## config.mk

```make
export PLATFORM = sky130hd
export DESIGN_NAME = button_gesture_classifier
export DESIGN_NICKNAME = d
export VERILOG_FILES = /design/src/rtl/bgc_pkg.sv /design/src/rtl/button_gesture_classifier.sv
export SDC_FILE = /design/constraint.sdc
export NUM_CORES = 1
export LEC_CHECK = 0
export BUFFER_PORTS_ARGS = -buffer_cell sky130_fd_sc_hd__buf_2
export CAP_MARGIN = 20
export CORE_AREA = 3 3 142 89
export DETAILED_ROUTE_END_ITERATION = 10
export DIE_AREA = 0 0 145 92
export PLACE_DENSITY_LB_ADDON = 0.1
export SYNTH_ARGS = -nofsm -noshare
export SYNTH_HDL_FRONTEND = slang
export SYNTH_SLANG_ARGS = --single-unit
```

## constraint.sdc

```tcl
create_clock -name clk -period 3.8 [get_ports clk]
set_input_delay 0.38 -clock clk [delete_from_list [all_inputs] [get_ports clk]]
set_output_delay 0.38 -clock clk [all_outputs]
set_load 0.01 [all_outputs]
```

## src/rtl/bgc_pkg.sv

```systemverilog
// Shared types, codes and sizes for the button gesture classifier.
// No dependencies; imported by button_gesture_classifier.
package bgc_pkg;

  localparam int BUTTONS     = 2;
  localparam int TIMER_BITS  = 16;
  localparam int CFG_BITS    = 16;
  localparam int CFG_IDX_BITS = 2;
  localparam int MAX_RESULTS = 2;
  localparam int FIFO_DEPTH  = 4;
  localparam int PTR_BITS    = $clog2(FIFO_DEPTH);

  localparam logic [31:0] TIMER_MAX = 32'hFFFF_FFFF >> (32 - TIMER_BITS);

  // input opcodes
  localparam logic OP_TICK = 1'b0;
  localparam logic OP_EDGE = 1'b1;

  // gesture codes
  localparam logic [1:0] GESTURE_SINGLE = 2'd0;
  localparam logic [1:0] GESTURE_DOUBLE = 2'd1;
  localparam logic [1:0] GESTURE_LONG   = 2'd2;

  // register indexes
  localparam logic [CFG_IDX_BITS-1:0] CFG_LONG_PRESS = CFG_IDX_BITS'(0);
  localparam logic [CFG_IDX_BITS-1:0] CFG_DBL_WINDOW = CFG_IDX_BITS'(1);

  typedef logic [TIMER_BITS-1:0] timer_t;

  typedef struct packed {
    logic [1:0] gesture;
    logic       button;
    logic       last;
  } res_t;

  // Load value for a timer: saturate to the largest count it can hold.
  function automatic timer_t timer_load(input logic [CFG_BITS-1:0] v);
    logic [31:0] v32;
    v32 = 32'(v);
    if (v32 > TIMER_MAX) begin
      return TIMER_MAX[TIMER_BITS-1:0];
    end
    return v32[TIMER_BITS-1:0];
  endfunction

endpackage

```

## src/rtl/button_gesture_classifier.sv

```systemverilog
// Button gesture classifier: per-button long timers and double windows,
// results queued in a four-entry output FIFO. Depends on bgc_pkg.
//
// Flow: an accepted item is taken into the input register, processed there
//   once the queue has room, and its results are written into the FIFO.
// Throughput: one item per cycle while the queue has room for two results;
//   an item with two results takes two FIFO entries (FIFO room sets the pace).
// Reset (rst_n low, synchronous): timers cleared, queue emptied, registers
//   back to 1000 and 300 ticks.
module button_gesture_classifier (
  input  logic                              clk,
  input  logic                              rst_n,
  input  logic                              in_valid,
  output logic                              in_ready,
  input  logic                              in_opcode,
  input  logic                              in_side,
  input  logic                              in_pressed,
  output logic                              out_valid,
  input  logic                              out_ready,
  output logic [1:0]                        out_gesture,
  output logic                              out_button,
  output logic                              out_last,
  input  logic                              cfg_valid,
  output logic                              cfg_ready,
  input  logic [bgc_pkg::CFG_IDX_BITS-1:0]  cfg_index,
  input  logic [bgc_pkg::CFG_BITS-1:0]      cfg_data
);
  import bgc_pkg::*;

  logic [CFG_BITS-1:0] long_ticks_r, win_ticks_r;

  logic               stg_valid_r, stg_op_r, stg_side_r, stg_pressed_r;
  logic               stg_fire;

  timer_t             long_count_r [BUTTONS];
  timer_t             long_count_nxt [BUTTONS];
  timer_t             win_count_r [BUTTONS];
  timer_t             win_count_nxt [BUTTONS];
  logic [BUTTONS-1:0] long_armed_r, long_armed_nxt;
  logic [BUTTONS-1:0] win_open_r, win_open_nxt;

  res_t               res [MAX_RESULTS];
  logic [1:0]         n_res;

  res_t               fifo_r [FIFO_DEPTH];
  logic [PTR_BITS-1:0] head_r, tail_r;
  logic [PTR_BITS:0]  cnt_r, cnt_nxt;
  logic               pop;

  assign cfg_ready = 1'b1;

  // Process only when the queue has room for the most results one item makes.
  assign stg_fire = stg_valid_r && (cnt_r <= (PTR_BITS+1)'(FIFO_DEPTH - MAX_RESULTS));
  assign in_ready = !stg_valid_r || stg_fire;

  assign out_valid   = (cnt_r != '0);
  assign pop         = out_valid && out_ready;
  assign out_gesture = fifo_r[head_r].gesture;
  assign out_button  = fifo_r[head_r].button;
  assign out_last    = fifo_r[head_r].last;

  always_comb begin
    long_count_nxt = long_count_r;
    win_count_nxt  = win_count_r;
    long_armed_nxt = long_armed_r;
    win_open_nxt   = win_open_r;
    n_res          = 2'd0;
    for (int k = 0; k < MAX_RESULTS; k++) begin
      res[k] = '0;
    end
    if (stg_fire) begin
      if (stg_op_r == OP_TICK) begin
        for (int b = 0; b < BUTTONS; b++) begin
          if (win_open_r[b]) begin
            if (win_count_r[b] <= TIMER_BITS'(1)) begin
              win_open_nxt[b]  = 1'b0;
              win_count_nxt[b] = '0;
            end else begin
              win_count_nxt[b] = win_count_r[b] - TIMER_BITS'(1);
            end
          end
          if (long_armed_r[b]) begin
            if (long_count_r[b] <= TIMER_BITS'(1)) begin
              if (n_res < 2'(MAX_RESULTS)) begin
                res[n_res[0]].gesture = GESTURE_LONG;
                res[n_res[0]].button  = 1'(b);
                n_res                 = n_res + 2'd1;
                long_armed_nxt[b]     = 1'b0;
                long_count_nxt[b]     = '0;
              end else begin
                // no room this tick: report on the next one
                long_count_nxt[b] = TIMER_BITS'(1);
              end
            end else begin
              long_count_nxt[b] = long_count_r[b] - TIMER_BITS'(1);
            end
          end
        end
      end else begin
        for (int b = 0; b < BUTTONS; b++) begin
          if (b == int'(stg_side_r)) begin
            if (stg_pressed_r) begin
              long_armed_nxt[b] = 1'b1;
              long_count_nxt[b] = timer_load(long_ticks_r);
              res[0].button     = 1'(b);
              if (win_open_r[b]) begin
                win_open_nxt[b]  = 1'b0;
                win_count_nxt[b] = '0;
                res[0].gesture   = GESTURE_DOUBLE;
              end else begin
                res[0].gesture   = GESTURE_SINGLE;
              end
              n_res = 2'd1;
            end else begin
              long_armed_nxt[b] = 1'b0;
              long_count_nxt[b] = '0;
              win_open_nxt[b]   = 1'b1;
              win_count_nxt[b]  = timer_load(win_ticks_r);
            end
          end
        end
      end
    end
    if (n_res == 2'd1) begin
      res[0].last = 1'b1;
    end
    if (n_res == 2'd2) begin
      res[1].last = 1'b1;
    end
  end

  assign cnt_nxt = cnt_r + (PTR_BITS+1)'(n_res) - (PTR_BITS+1)'(pop);

  always_ff @(posedge clk) begin
    if (!rst_n) begin
      long_ticks_r <= CFG_BITS'(1000);
      win_ticks_r  <= CFG_BITS'(300);
      stg_valid_r  <= 1'b0;
      long_armed_r <= '0;
      win_open_r   <= '0;
      head_r       <= '0;
      tail_r       <= '0;
      cnt_r        <= '0;
      for (int b = 0; b < BUTTONS; b++) begin
        long_count_r[b] <= '0;
        win_count_r[b]  <= '0;
      end
    end else begin
      if (cfg_valid && cfg_ready) begin
        if (cfg_index == CFG_LONG_PRESS) begin
          long_ticks_r <= cfg_data;
        end else if (cfg_index == CFG_DBL_WINDOW) begin
          win_ticks_r <= cfg_data;
        end
      end
      if (in_ready) begin
        stg_valid_r <= in_valid;
      end
      long_count_r <= long_count_nxt;
      win_count_r  <= win_count_nxt;
      long_armed_r <= long_armed_nxt;
      win_open_r   <= win_open_nxt;
      tail_r       <= tail_r + PTR_BITS'(n_res);
      if (pop) begin
        head_r <= head_r + PTR_BITS'(1);
      end
      cnt_r <= cnt_nxt;
    end
  end

  // Payload: input register and queue entries carry no reset.
  always_ff @(posedge clk) begin
    if (in_valid && in_ready) begin
      stg_op_r      <= in_opcode;
      stg_side_r    <= in_side;
      stg_pressed_r <= in_pressed;
    end
    if (n_res != 2'd0) begin
      fifo_r[tail_r] <= res[0];
    end
    if (n_res == 2'd2) begin
      fifo_r[tail_r + PTR_BITS'(1)] <= res[1];
    end
  end

`ifndef SYNTHESIS
  a_cnt_bound: assert property (@(posedge clk) disable iff (!rst_n)
    cnt_r <= (PTR_BITS+1)'(FIFO_DEPTH))
    else $error("result queue overfilled");

  a_stg_hold: assert property (@(posedge clk) disable iff (!rst_n)
    stg_valid_r && !stg_fire |=> stg_valid_r)
    else $error("held item lost from input register");

  a_armed_xor_open: assert property (@(posedge clk) disable iff (!rst_n)
    (long_armed_r & win_open_r) == '0)
    else $error("long timer and double window both running on one button");

  a_out_hold: assert property (@(posedge clk) disable iff (!rst_n)
    out_valid && !out_ready |=> out_valid && $stable(head_r))
    else $error("stalled result dropped");
`endif

endmodule

```

Word level (Yosys, flattened, before mapping)
Memories as Yosys holds them, arrays and structs flattened. A register that Yosys moved wholly into a read port is not among the register bits.
Index checks and enable logic that the tools add are counted.
{"block": "word_totals", "ff_bits": 111, "ramBits": 16, "input_bits": 26, "out_inout_bits": 7, "mem_count": 1}
{"memory": "fifo_r", "depth": 4, "word_bits": 4, "rd": 1, "rd_clocked_by_memory_dff": 1, "write_ports": 2, "line_no": "button_gesture_classifier.sv:45", "text": "res_t fifo_r [FIFO_DEPTH];"}
{"block": "op_classes", "n_addsub": 10, "n_lt_le_gt_ge": 8, "n_eq_ne": 7, "mux": 80, "n_bitwise": 2, "n_reduce_logical": 21}
{"cell": "16-bit two-way mux", "n": 17}
{"cell": "16-bit by 1-bit <= comparator with 1-bit output, second input constant", "n": 4}
{"cell": "32-bit two-way mux", "n": 2}
{"cell": "16-bit by 1-bit subtractor with 16-bit output, second input constant", "n": 4}
{"cell": "2-bit two-way mux", "n": 16}
{"cell": "8-bit two-way mux", "n": 4}
{"cell": "1-bit two-way mux", "n": 28}
{"cell": "3-bit two-way mux", "n": 7}
{"cell": "8-bit bitwise mux", "n": 2}
{"cell": "2-bit nonzero test", "n": 5}
{"cell": "3-bit AND reduction", "n": 3}
{"cell": "4-bit demux with 1-bit select", "n": 2}
{"cell": "4-bit AND reduction", "n": 2}
{"cell": "2-bit by 1-bit adder with 2-bit output, second input constant", "n": 3}
{"cell": "3-bit by 2-bit != test with 1-bit output, second input constant", "n": 2}
{"cell": "2-bit AND reduction", "n": 3}
{"cell": "5-bit two-way mux", "n": 1}
{"cell": "2-bit by 1-bit == test with 1-bit output, second input constant", "n": 2}
{"cell": "1-bit logical AND", "n": 4}
{"cell": "4-bit two-way mux", "n": 1}
{"cell": "3-bit by 2-bit adder with 3-bit output", "n": 1}
{"cell": "3-bit by 2-bit <= comparator with 1-bit output, second input constant", "n": 1}
{"cell": "3-bit nonzero test", "n": 1}
{"cell": "3-bit by 1-bit subtractor with 3-bit output", "n": 1}
{"cell": "other kinds (12)", "n": 12}

Depth between registers and ports, before layout
{"block": "depth", "ltp_word": 18, "depth_mapped": 13, "ltp_nobuf": 13}

Worst setup path before layout
No wires, ideal clock.
{"block": "synth_path", "kind": "register to register", "from": "register long_count_r[4] in the netlist's numbering", "to": "register cnt_r[2]", "arrival_ns": 2.715, "required_time_ns": 3.685, "path_slack_ns": 0.970, "path_stages_with_launch": 12, "synth_period_minus_slack_ns": 2.830, "path_cell_list": "dfxtp_1 > nor4_2 > and4_1 > and2_1 > ha_1 > a21oi_1 > o21ai_0 > and2_1 > ha_1 > fa_1 > xnor2_1 > and2_1"}
{"block": "synth_via", "elab_chain_len": 7}
{"item": "start, declared", "line_no": "button_gesture_classifier.sv:35", "text": "timer_t long_count_r [BUTTONS];"}
{"item": "start signal, assigned", "line_no": "button_gesture_classifier.sv:159", "text": "long_count_r <= long_count_nxt;"}
{"item": "16-bit by 1-bit <= comparator with 1-bit output", "line_no": "button_gesture_classifier.sv:83", "text": "if (long_count_r[b] <= TIMER_BITS'(1)) begin"}
{"item": "2-bit two-way mux", "line_no": "button_gesture_classifier.sv:83"}
{"item": "2-bit two-way mux", "line_no": "button_gesture_classifier.sv:82", "text": "if (long_armed_r[b]) begin"}
{"item": "2-bit two-way mux", "line_no": "button_gesture_classifier.sv:72", "text": "if (stg_op_r == OP_TICK) begin"}
{"item": "2-bit two-way mux", "line_no": "button_gesture_classifier.sv:71", "text": "if (stg_fire) begin"}
{"item": "3-bit by 2-bit adder with 3-bit output", "line_no": "button_gesture_classifier.sv:132", "text": "assign cnt_nxt = cnt_r + (PTR_BITS+1)'(n_res) - (PTR_BITS+1)'(pop);"}
{"item": "3-bit by 1-bit subtractor with 3-bit output", "line_no": "button_gesture_classifier.sv:132"}
{"item": "end signal, assigned", "line_no": "button_gesture_classifier.sv:167", "text": "cnt_r <= cnt_nxt;"}
{"item": "end, declared", "line_no": "button_gesture_classifier.sv:47", "text": "logic [PTR_BITS:0] cnt_r, cnt_nxt;"}
No other way between the ends.
A chain may end at the register's enable or synchronous reset.

Final worst setup path
{"block": "layout_path", "from": "register long_count_r[24] in the netlist's numbering", "to": "register cnt_r[2]"}
{"block": "layout_via", "elab_chain_len": 13, "word_cells_on_any_way": 14}
{"item": "16-bit by 1-bit <= comparator with 1-bit output *", "line_no": "button_gesture_classifier.sv:83"}
{"item": "1-bit two-way mux *", "line_no": "button_gesture_classifier.sv:83"}
{"item": "1-bit two-way mux *", "line_no": "button_gesture_classifier.sv:82"}
{"item": "2-bit two-way mux *", "line_no": "button_gesture_classifier.sv:72"}
{"item": "2-bit two-way mux *", "line_no": "button_gesture_classifier.sv:71"}
{"item": "2-bit by 1-bit adder with 2-bit output / 2-bit less-than comparator (equally long branches)", "line_no": "button_gesture_classifier.sv:87, button_gesture_classifier.sv:84"}
{"item": "2-bit two-way mux", "line_no": "button_gesture_classifier.sv:84", "text": "if (n_res < 2'(MAX_RESULTS)) begin"}
{"item": "2-bit two-way mux", "line_no": "button_gesture_classifier.sv:83"}
{"item": "2-bit two-way mux *", "line_no": "button_gesture_classifier.sv:82"}
{"item": "2-bit two-way mux *", "line_no": "button_gesture_classifier.sv:72"}
{"item": "2-bit two-way mux *", "line_no": "button_gesture_classifier.sv:71"}
{"item": "3-bit by 2-bit adder with 3-bit output *", "line_no": "button_gesture_classifier.sv:132"}
{"item": "3-bit by 1-bit subtractor with 3-bit output *", "line_no": "button_gesture_classifier.sv:132"}
Mark *: on every way between the ends. The rest lies on a longest branch, timed or not. The select of a mux whose other input is x is not followed.

==> metrics.md <==
| Metric | Value |
|---|---|
| Final Hold Vio Count | `0` |
| CP Cell Sequence | `nor4_1 > o211a_1 > nand4_1 > inv_1 > ha_1 > a21oi_1 > o21ai_0 > and2_1 > ha_1 > fa_1 > xnor2_1 > and2_1` |
| Synth Area in XOR/XNOR | `0.01284` |
| Starting Density | `0.6039` |
| Detail Route Antenna Nets | `0` |
| DR DRC count | `0` |
| CTS tree | `built` |
| Tmin final | `3237 ps` |
| Initial DRT Pass Iterations | `6` |
| Clock sinks | `129` |
| CP endpoint kind | `flop` |
| Multiplexer share of the synthesized area | `0.01485` |
| Pre-CTS setup slack | `582.0 ps` |
| R2r setup slk | `560 ps` |
| Area grow syn2layout | `13.00%` |
| Largest family of logic cells by synthesized area | `simple AND/OR/NAND/NOR gates` |
| Clk root buf | `clkbuf_16` |
| Status | `complete, no violations` |
| Number of diodes | `0` |
| Chip height | `92 um` |
| Simple-Gate Fraction of Synth Area | `0.2523` |
| Fmax | `308.9 MHz` |
| Core area | `0.01130 mm2` |
| Top cells by count, synth | `nand2_1, dfxtp_1, o21ai_0, nor2_1, a21oi_1` |
| Most common cell in the netlist | `nand2_1` |
| I/O pin count | `33` |
| Fin Setup TNS | `0 ps` |
| DIE AREA | `0.01334 mm2` |
| Gr usage total | `0.2842` |
| Unique masters post-synth | `68` |
| Pwr dens | `542.7 mW/mm2` |
| Finished Layout Cells | `1018` |
| HP Class | `in -> reg` |
| Post-synth EDFFs | `19` |
| Measured slew at the worst slew-check pin | `around 1000 ps` |
| DR iter-0 viols | `756` |
| Layout Skew | `14.09 ps` |
| Clock-pin slew on the worst setup and hold paths | `about 60 ps` |
| Slowest-stage cell, CP | `nor4_1` |
| Final Slew Violations | `0` |
| Vias per cell | `6.378` |
| Syn_area_per_cell | `between 8 and 9 um2` |
| Static leakage | `between 3 and 4 nW` |
| First-pass GRT wire length | `30.53 mm` |
| Crit Path Class | `reg -> reg` |
| Worst EP required | `4120 ps` |
| Syn Nets | `871` |
| Nets | `887` |
| Worst VDD drop | `between 0.3 and 0.4 mV` |
| DP Cell Count | `around 990` |
| Cell area after synthesis | `0.006823 mm2` |
| Maxcap violations | `0` |
| Ratio of cells with drive above 1 in the final layout | `0.1119` |
| CTS resizes | `0` |
| Slowest stage delay, CP | `510 ps` |
| #FFs+latches synth | `about 130` |
| Num CTS Buffers | `17` |
| CP Max Fanout | `6` |
| Deepest clock path buffer count | `2` |
| RePlAce Congestion | `between 0.8 and 0.9` |
| Post-Route WL | `18.87 mm` |
| Initial antenna violation count | `0` |
| Post-synthesis async set-or-reset flop share | `0` |
| Main synth FF type | `dfxtp_1` |
| Compound-gate portion of the synthesized area | `0.2393` |
| Vias in the first global route | `5862` |
| Period utilization | `0.8518` |
| Worst setup margin | `563.1 ps` |
| Grt ovf | `0` |
| Area leader, netlist | `dfxtp_1` |
| # H-tree levels | `4` |
| Clk_lat worst skew | `about 420 ps` |
| Port Buffer Count | `31` |
| Synth top area share | `0.3228` |
| Ys Warns | `0` |
| # hold bufs at CTS | `0` |
| RSZ-0062 raised after global routing | `false` |
| Largest net degree at the start of global routing | `61` |
| Vias | `~6.5k` |
| Adder and majority cell fraction of the synthesized area | `0.03044` |
| Setup Fix Bufs, Post-CTS | `0` |
| Ranking of synthesized cells by area | `dfxtp_1, edfxtp_1, nand2_1` |
| Sequential area share after synthesis | `0.4064` |
| Syn Inst Count | `829` |
| # setup viols final | `0` |
| Die Wd | `around 150 um` |
| Avg WL per Cell | `18.54 um` |
| Post-DP HPWL | `13.11 mm` |
| Startpoint type of the worst setup path | `flop` |
| Max-slew headroom | `0.3152` |
| WP data arrival | `3560 ps` |
| Cell Rows | `30` |
| Fillers | `899` |
critical path, delay by kind of cell, from the launching register on:
| family | cells | cell delay, ps |
|---|---|---|
| fa+ha+maj | 3 | 870 |
| simple gates | 4 | 1080 |
| buf+inv | 1 | 120 |
| compound gates | 3 | 570 |
| xor+xnor | 1 | 130 |
| flops | 1 | 360 |
per-layer routing:
layer / track usage / up-vias / routed length, um
li1: - / 3063 / -
met1: 0.4034 / 3056 / 8588
met2: 0.4138 / 343 / 7881
met3: 0.09975 / 31 / 2165
met4: 0.07194 / 0 / 235
met5: 0 / - / 0
metrics by stage:
stage | total power [mW] | hold WS (ps) | util | cell area, um2
floorplan | 2.241 | 432.3 | - | 6823
global placement | 2.446 | 451.6 | 0.6277 | 7092
detailed placement | 2.483 | 458.9 | 0.6277 | 7092
CTS | 4.180 | 134.4 | 0.6824 | 7710
global route | 4.382 | 133.1 | 0.6824 | 7710
finish | 4.184 | 147.6 | 0.6824 | 7710
power breakdown:
group	internal, mW	total [mW]	switching (mW)
logic	0.362	0.933	0.570
clock network	1.03	1.70	0.673
registers	1.46	1.55	0.0905
registers in the layout, indices dropped and copies added, names as in the netlist, 2 cells and up, named ones only:
signal        count
long_count_r     32
win_count_r      32
fifo_r           16
long_ticks_r     16
win_ticks_r      16
cnt_r             3
head_r            2
long_armed_r      2
tail_r            2
win_open_r        2
area by class of cell:
cell class	instances	area [um2]	share of cell area
Clock inverter	14	167.7	0.02175
Inverter	27	101.3	0.01315
Multi-Input combinational cell	625	3757	0.4873
Sequential cell	129	2773	0.3596
Tap cell	160	200.2	0.02597
Timing Repair Buffer	45	260.3	0.03376
Clock buffer	18	450.4	0.05842
layout by cell type, fill, tap and decap left out, types with 8 or more instances in the layout:
cell type and count:
and2_1 21, a21oi_1 44, a21boi_0 33, buf_4 14, a32oi_1 13, o21ai_0 61, clkbuf_16 18, a31oi_1 8
edfxtp_1 19, nand3_1 33, o211ai_1 9, a22oi_1 10, nor2_1 47, nand2_1 143, inv_1 26, dfxtp_1 110
nor2b_1 15, buf_2 31, o22ai_1 14, nor4_1 14, ha_1 15, nor3_1 20, and3_1 11
worst paths after layout:
check,start,cells after the start,end
setup / recovery,long_count_r[24],12,cnt_r[2]
hold / removal,in_side,1,stg_side_r
setup reg to reg,long_count_r[24],12,cnt_r[2]
hold reg to reg,long_ticks_r[13],2,long_ticks_r[13]
logic make-up (layout without fill, tap and decap cells):
group / Yosys count / count (layout)
fa+ha+maj: 16 / 16
other cells: 1 / 1
compound gates: 247 / 247
simple gates: 346 / 346
buf+inv: 75 / 104
xor+xnor: 10 / 10
mux: 5 / 5
flops: 129 / 129
(Power assumes the default switching activity.)
